`config.mk`:
```
export PLATFORM = sky130hd
export DESIGN_NAME = srmd_ctrl
export DESIGN_NICKNAME = d
export VERILOG_FILES = /design/src/hw/rtl/srmd_pkg.sv /design/src/hw/rtl/srmd_ctrl.sv
export SDC_FILE = /design/constraint.sdc
export NUM_CORES = 1
export LEC_CHECK = 0
export BUFFER_PORTS_ARGS = -buffer_cell sky130_fd_sc_hd__buf_2
export CAP_MARGIN = 0
export CORE_AREA = 2 2 39 41
export CTS_BUF_LIST = sky130_fd_sc_hd__clkbuf_8 sky130_fd_sc_hd__clkbuf_16
export CTS_CLUSTER_DIAMETER = 150
export DETAILED_ROUTE_END_ITERATION = 10
export DIE_AREA = 0 0 41 43
export PLACE_DENSITY = 0.42
export SLEW_MARGIN = 20
export SYNTH_ARGS = -nofsm -noshare
export SYNTH_HDL_FRONTEND = slang
export SYNTH_SLANG_ARGS = --single-unit
```
`constraint.sdc`:
```
create_clock -name clk -period 2.8 [get_ports clk]
set_clock_uncertainty 0.15 [all_clocks]
set_input_delay 0 -clock clk [delete_from_list [all_inputs] [get_ports clk]]
set_output_delay 0 -clock clk [all_outputs]
set_load 0.01 [all_outputs]
```
`src/hw/rtl/srmd_pkg.sv`:
```
// shared constants and controller/datapath interface types for the strip dictionary
package srmd_pkg;

  localparam int DEF_COLUMN_HEIGHT = 11;
  localparam int DEF_MAX_ENTRIES   = 256;

  localparam int TILE_W   = 8;
  localparam int INDEX_W  = 8;
  localparam int LENGTH_W = 4;
  localparam int COUNT_W  = 9;

  localparam logic [TILE_W-1:0] RUN_BIT = 8'h40;

  // commands from the controller to the datapath
  typedef struct packed {
    logic collect_tile;
    logic search_init;
    logic search_step;
    logic finish_hit;
    logic finish_miss;
  } srmd_cmd_t;

  // status from the datapath to the controller
  typedef struct packed {
    logic last_tile;
    logic can_issue;
    logic rd_pending;
    logic hit;
  } srmd_status_t;

endpackage

```
`src/hw/rtl/srmd_ctrl.sv`:
```
// controller state machine: tile collection and dictionary search sequencing
module srmd_ctrl
  import srmd_pkg::*;
(
  input  logic         clk,
  input  logic         rst_n,
  input  logic         start,
  input  srmd_status_t status,
  output srmd_cmd_t    cmd,
  output logic         busy
);

  typedef enum logic [1:0] {
    ST_COLLECT = 2'b01,
    ST_SEARCH  = 2'b10
  } state_t;

  state_t state_r, state_nxt;

  always_comb begin
    state_nxt = state_r;
    cmd       = '0;
    case (state_r)
      ST_COLLECT: begin
        cmd.collect_tile = start;
        if (start && status.last_tile) begin
          cmd.search_init = 1'b1;
          state_nxt       = ST_SEARCH;
        end
      end
      ST_SEARCH: begin
        if (status.hit) begin
          cmd.finish_hit = 1'b1;
          state_nxt      = ST_COLLECT;
        end else if (!status.can_issue && !status.rd_pending) begin
          cmd.finish_miss = 1'b1;
          state_nxt       = ST_COLLECT;
        end else begin
          cmd.search_step = status.can_issue;
        end
      end
      default: begin
        state_nxt = ST_COLLECT;
      end
    endcase
  end

  always_ff @(posedge clk) begin
    if (!rst_n) begin
      state_r <= ST_COLLECT;
    end else begin
      state_r <= state_nxt;
    end
  end

  assign busy = (state_r != ST_COLLECT);

endmodule

```
Yosys cells after proc, flatten, opt, wreduce, memory -nomap -nowiden
Index checks and enable logic that the tools add are counted.
{"block": "totals", "ff_bits": 2, "output_inout_bits": 6, "word_cells": 23}
{"block": "classes", "eq_ne": 5, "muxes": 12, "n_reduce_logical": 5}
{"op": "$mux 2", "n": 4}
{"op": "$mux 1", "n": 6}
{"op": "$pmux 2 s2", "n": 1}
{"op": "$mux 3", "n": 1}
{"op": "$ne 3x3->1 const B", "n": 1}
{"op": "$eq 2x1->1 const B", "n": 1}
{"op": "$eq 2x2->1 const B", "n": 1}
{"op": "$logic_and 1x1->1", "n": 2}
{"op": "$logic_not 1->1", "n": 2}
{"op": "$ne 2x1->1 const B", "n": 1}
{"op": "$ne 2x2->1 const B", "n": 1}
{"op": "$reduce_and 2->1", "n": 1}

Longest topological paths before layout
{"block": "logic_depth", "ltp_word": 5, "ltp_mapped": 2}

Worst setup path before layout
No wires, ideal clock.
{"block": "synth_path", "path_type": "register -> register", "start": "register state_r[0]", "end": "register state_r[0]", "t_arrival_ns": 0.898, "t_required_ns": 2.535, "setup_slack_ns": 1.637, "stages_incl_launch_ff": 3, "period_less_slack_ns": 1.163, "path_cell_list": "dfxtp_1 > or3b_4 > o2bb2a_4"}
{"block": "synth_between", "elab_chain_cells": 3, "elab_cells_between_ends": 6, "classes_between": "eq/ne: 4; mux: 1; reduce/logical: 1"}
{"element": "start, declared", "line": "srmd_ctrl.sv:18", "source": "state_t state_r, state_nxt;"}
{"element": "start signal, assigned", "line": "srmd_ctrl.sv:52", "source": "state_r <= state_nxt;"}
{"element": "$eq 2x2->1 / $eq 2x1->1 (equally long branches)", "line": "srmd_ctrl.sv:23", "source": "case (state_r)"}
{"element": "$ne 3x3->1 (no line) / $ne 2x2->1 (equally long branches)"}
{"element": "$reduce_and 2->1 (no line)"}
Parallel ways exist; a longest one is shown, timed or not.
A chain may end at the register's enable or synchronous reset.

Worst setup path after layout
{"block": "layout_path", "start": "input status[0] (netlist name)", "end": "register state_r[1]"}
{"block": "layout_between", "elab_chain_cells": 2, "elab_cells_between_ends": 4, "classes_between": "eq/ne: 1; mux: 2; reduce/logical: 1"}
{"element": "start, declared", "line": "srmd_ctrl.sv:8", "source": "input srmd_status_t status,"}
{"element": "$mux 2 / $ne 3x3->1 (equally long branches)"}
{"element": "$pmux 2 s2 / $reduce_and 2->1 (equally long branches)"}
Parallel ways exist; a longest one is shown, timed or not.

==> impl_metrics.json <==
{
  "status": "finished, final reports clean",
  "grt_pass1_vias": 133,
  "cpMostUsedCell": "dlygate4sd3_1",
  "setup_tns_ns": 0,
  "finalInstanceArea_um2": 282,
  "cts_buffer_depth": 2,
  "ios": 13,
  "h-tree-depth": 1,
  "cts_sinks": 2,
  "synthCells": 14,
  "floorplan.initialDensity_pct": 9.40,
  "max_freq_mhz": 579,
  "hold_violations": 0,
  "globalplace.congestion": 0.566,
  "slew_headroom_pct": 78.8,
  "crit_chain": "dlygate4sd3_1, buf_2, or3b_4, o2bb2ai_1, dlygate4sd3_1",
  "routedWlPerCell_um": 6.79,
  "cpLargestDelayFamily": "buffers and inverters",
  "grt_antenna_before_repair": 0,
  "critPathMaxStageDelay_ns": 0.54,
  "synthDistinctLibCells": 11,
  "powerDensity_nw_per_um2": 576,
  "postPlaceCellArea_um2": 210,
  "cts_resized": 0,
  "cts_root_buf": "clkbuf_8",
  "io_buffers": 12,
  "critPathLaunchType": "primary input",
  "postSynthAreaPerCell_um2": 9.29,
  "peakVddDrop_mv": 0.254,
  "largest_reg_flops": 2,
  "syn-num-nets": 21,
  "ys_seq_area_share_pct": 30.8,
  "final_max_slew_viol_count": 0,
  "max_cap_violations": 0,
  "rsz0062_at_grt": "no",
  "dr.pass1.iters": 2,
  "syn2layout_area_growth_pct": 116,
  "reg.largest.list": "state_r: 2 flops",
  "grt_max_degree": 5,
  "layout_worst_path_cycle_share_pct": 61.7,
  "dp_hpwl_um": 249,
  "die_area_um2": 1760,
  "finalSetupViolations": 0,
  "nets": 41,
  "layout_min_cycle_time_ns": 1.73,
  "crit_buf_inv": 3,
  "layout_commonest_cell": "buf_2",
  "diodes": 0,
  "vias_per_cell": 3.33,
  "layout-drive-gt1-share_pct": 53.1,
  "hold_path_class": "in2out",
  "coreArea_um2": 1380,
  "synth_area_um2": 130,
  "critical_path_class": "in2reg",
  "clock_latency_ns": 0.21,
  "grt_usage_pct": 5.32,
  "cp-end-kind": "flip-flop",
  "layout_common_cells": "buf_2 (12), clkbuf_8 (3), dlygate4sd3_1 (3)",
  "antenna_left": 0,
  "overflow": 0,
  "slowest_stage": "dlygate4sd3_1",
  "dieHeight_um": 43,
  "cts_tree": "done",
  "arrival_ns": 1.73,
  "cp.required_ns": 2.80,
  "rows": 14,
  "grt_pass1_wl_um": 517,
  "leakage_nw": 0.151,
  "drt-initial-drc-count": 2,
  "top_register": "state_r",
  "cp_max_fo": 4,
  "worst_pin_slew_ns": 0.315,
  "synth_warnings": 0,
  "cts_made_buffers": 3,
  "drc": 0,
  "ys_seq_elements": 2,
  "drt-total-wl_um": 326,
  "via_count": 160,
  "clk_pin_slew_worst_paths_ns": 0.03,
  "die_w_um": 41,
  "n_fill_cell": 145
}
-- layer usage --
layer | wire, µm | up-vias | share of wire [%] | track usage, %
li1 | - | 88 | - | -
met1 | 180 | 59 | 55 | 6.41
met2 | 74 | 13 | 23 | 3.75
met3 | 71 | 0 | 22 | 6.28
met4 | 0 | 0 | 0 | 6.00
met5 | 0 | - | 0 | 0
-- kinds of logic after synthesis --
group	synth area share (%)
AOI/OAI and AO/OA	26.0
buffers and inverters	5.77
DFF	30.8
and+or+nand+nor	37.5
-- through the flow --
stage | setup WS, ns | power, W | hold slack (ns) | instances | utilization [%]
2_1_floorplan | 1.64 | 0.0000393 | -0.0993 | 14 | -
3_3_place_gp | 1.61 | 0.0000483 | 0.105 | 42 | 15.2
3_5_place_dp | 1.60 | 0.0000481 | 0.0999 | 42 | 15.2
4_1_cts | 1.07 | 0.000166 | 0.101 | 48 | 20.3
5_1_grt | 1.02 | 0.000174 | 0.120 | 48 | 20.3
6_report | 1.07 | 0.000162 | 0.0995 | 48 | 20.3
-- path summary, 6_finish.rpt --
check	startpoint	to	slack (ns)	depth (start not counted)
hold / removal	status[1]	cmd[0]	0.1	3
setup / recovery	status[0]	state_r[1]$_SDFFE_PN0P_	1.07	5
setup reg to reg	state_r[1]$_SDFFE_PN0P_	state_r[1]$_SDFFE_PN0P_	1.17	3
hold reg to reg	state_r[0]$_SDFFE_PN1P_	state_r[0]$_SDFFE_PN1P_	0.50	2
-- synth_stat cells --
| cell | number | share of area (%) |
|---|---|---|
| and3b_1 | 1 | 6.7 |
| and4b_1 | 1 | 7.7 |
| dfxtp_1 | 2 | 31 |
| inv_1 | 2 | 5.8 |
| nand2b_1 | 1 | 4.8 |
| nor2_1 | 2 | 5.8 |
| nor3_1 | 1 | 3.8 |
| o21ai_0 | 1 | 3.8 |
| o2bb2a_4 | 1 | 15 |
| o2bb2ai_1 | 1 | 6.7 |
| or3b_4 | 1 | 8.7 |
-- final cells by class --
type / instances / area (µm²) / share of cell area [%]
flip-flops and latches: 2 / 40.0 / 14.2
inverters: 2 / 7.51 / 2.67
repair buffers: 15 / 90.1 / 32.0
well taps: 16 / 20.0 / 7.11
clock buffers: 3 / 41.3 / 14.7
multi-input cells: 10 / 82.6 / 29.3
-- power breakdown --
part           switching (W)  internal (W)
combinational     0.00000827     0.0000114
sequential       0.000000893     0.0000300
clock              0.0000207     0.0000907
-- worst register-to-register path: stages, from the launching register on --
cell and delay (ns):
dfxtp_1 0.33, or3b_4 0.42, o2bb2ai_1 0.13, dlygate4sd3_1 0.54
-- timing repair --
action | in CTS | in global routing
hold buffers | 3 | 0
buffers inserted | 0 | 0
hold endpoints to repair | 2 | 0
endpoints found under the setup margin | 0 | 0
Note: power is estimated with default switching activity, not from simulation.
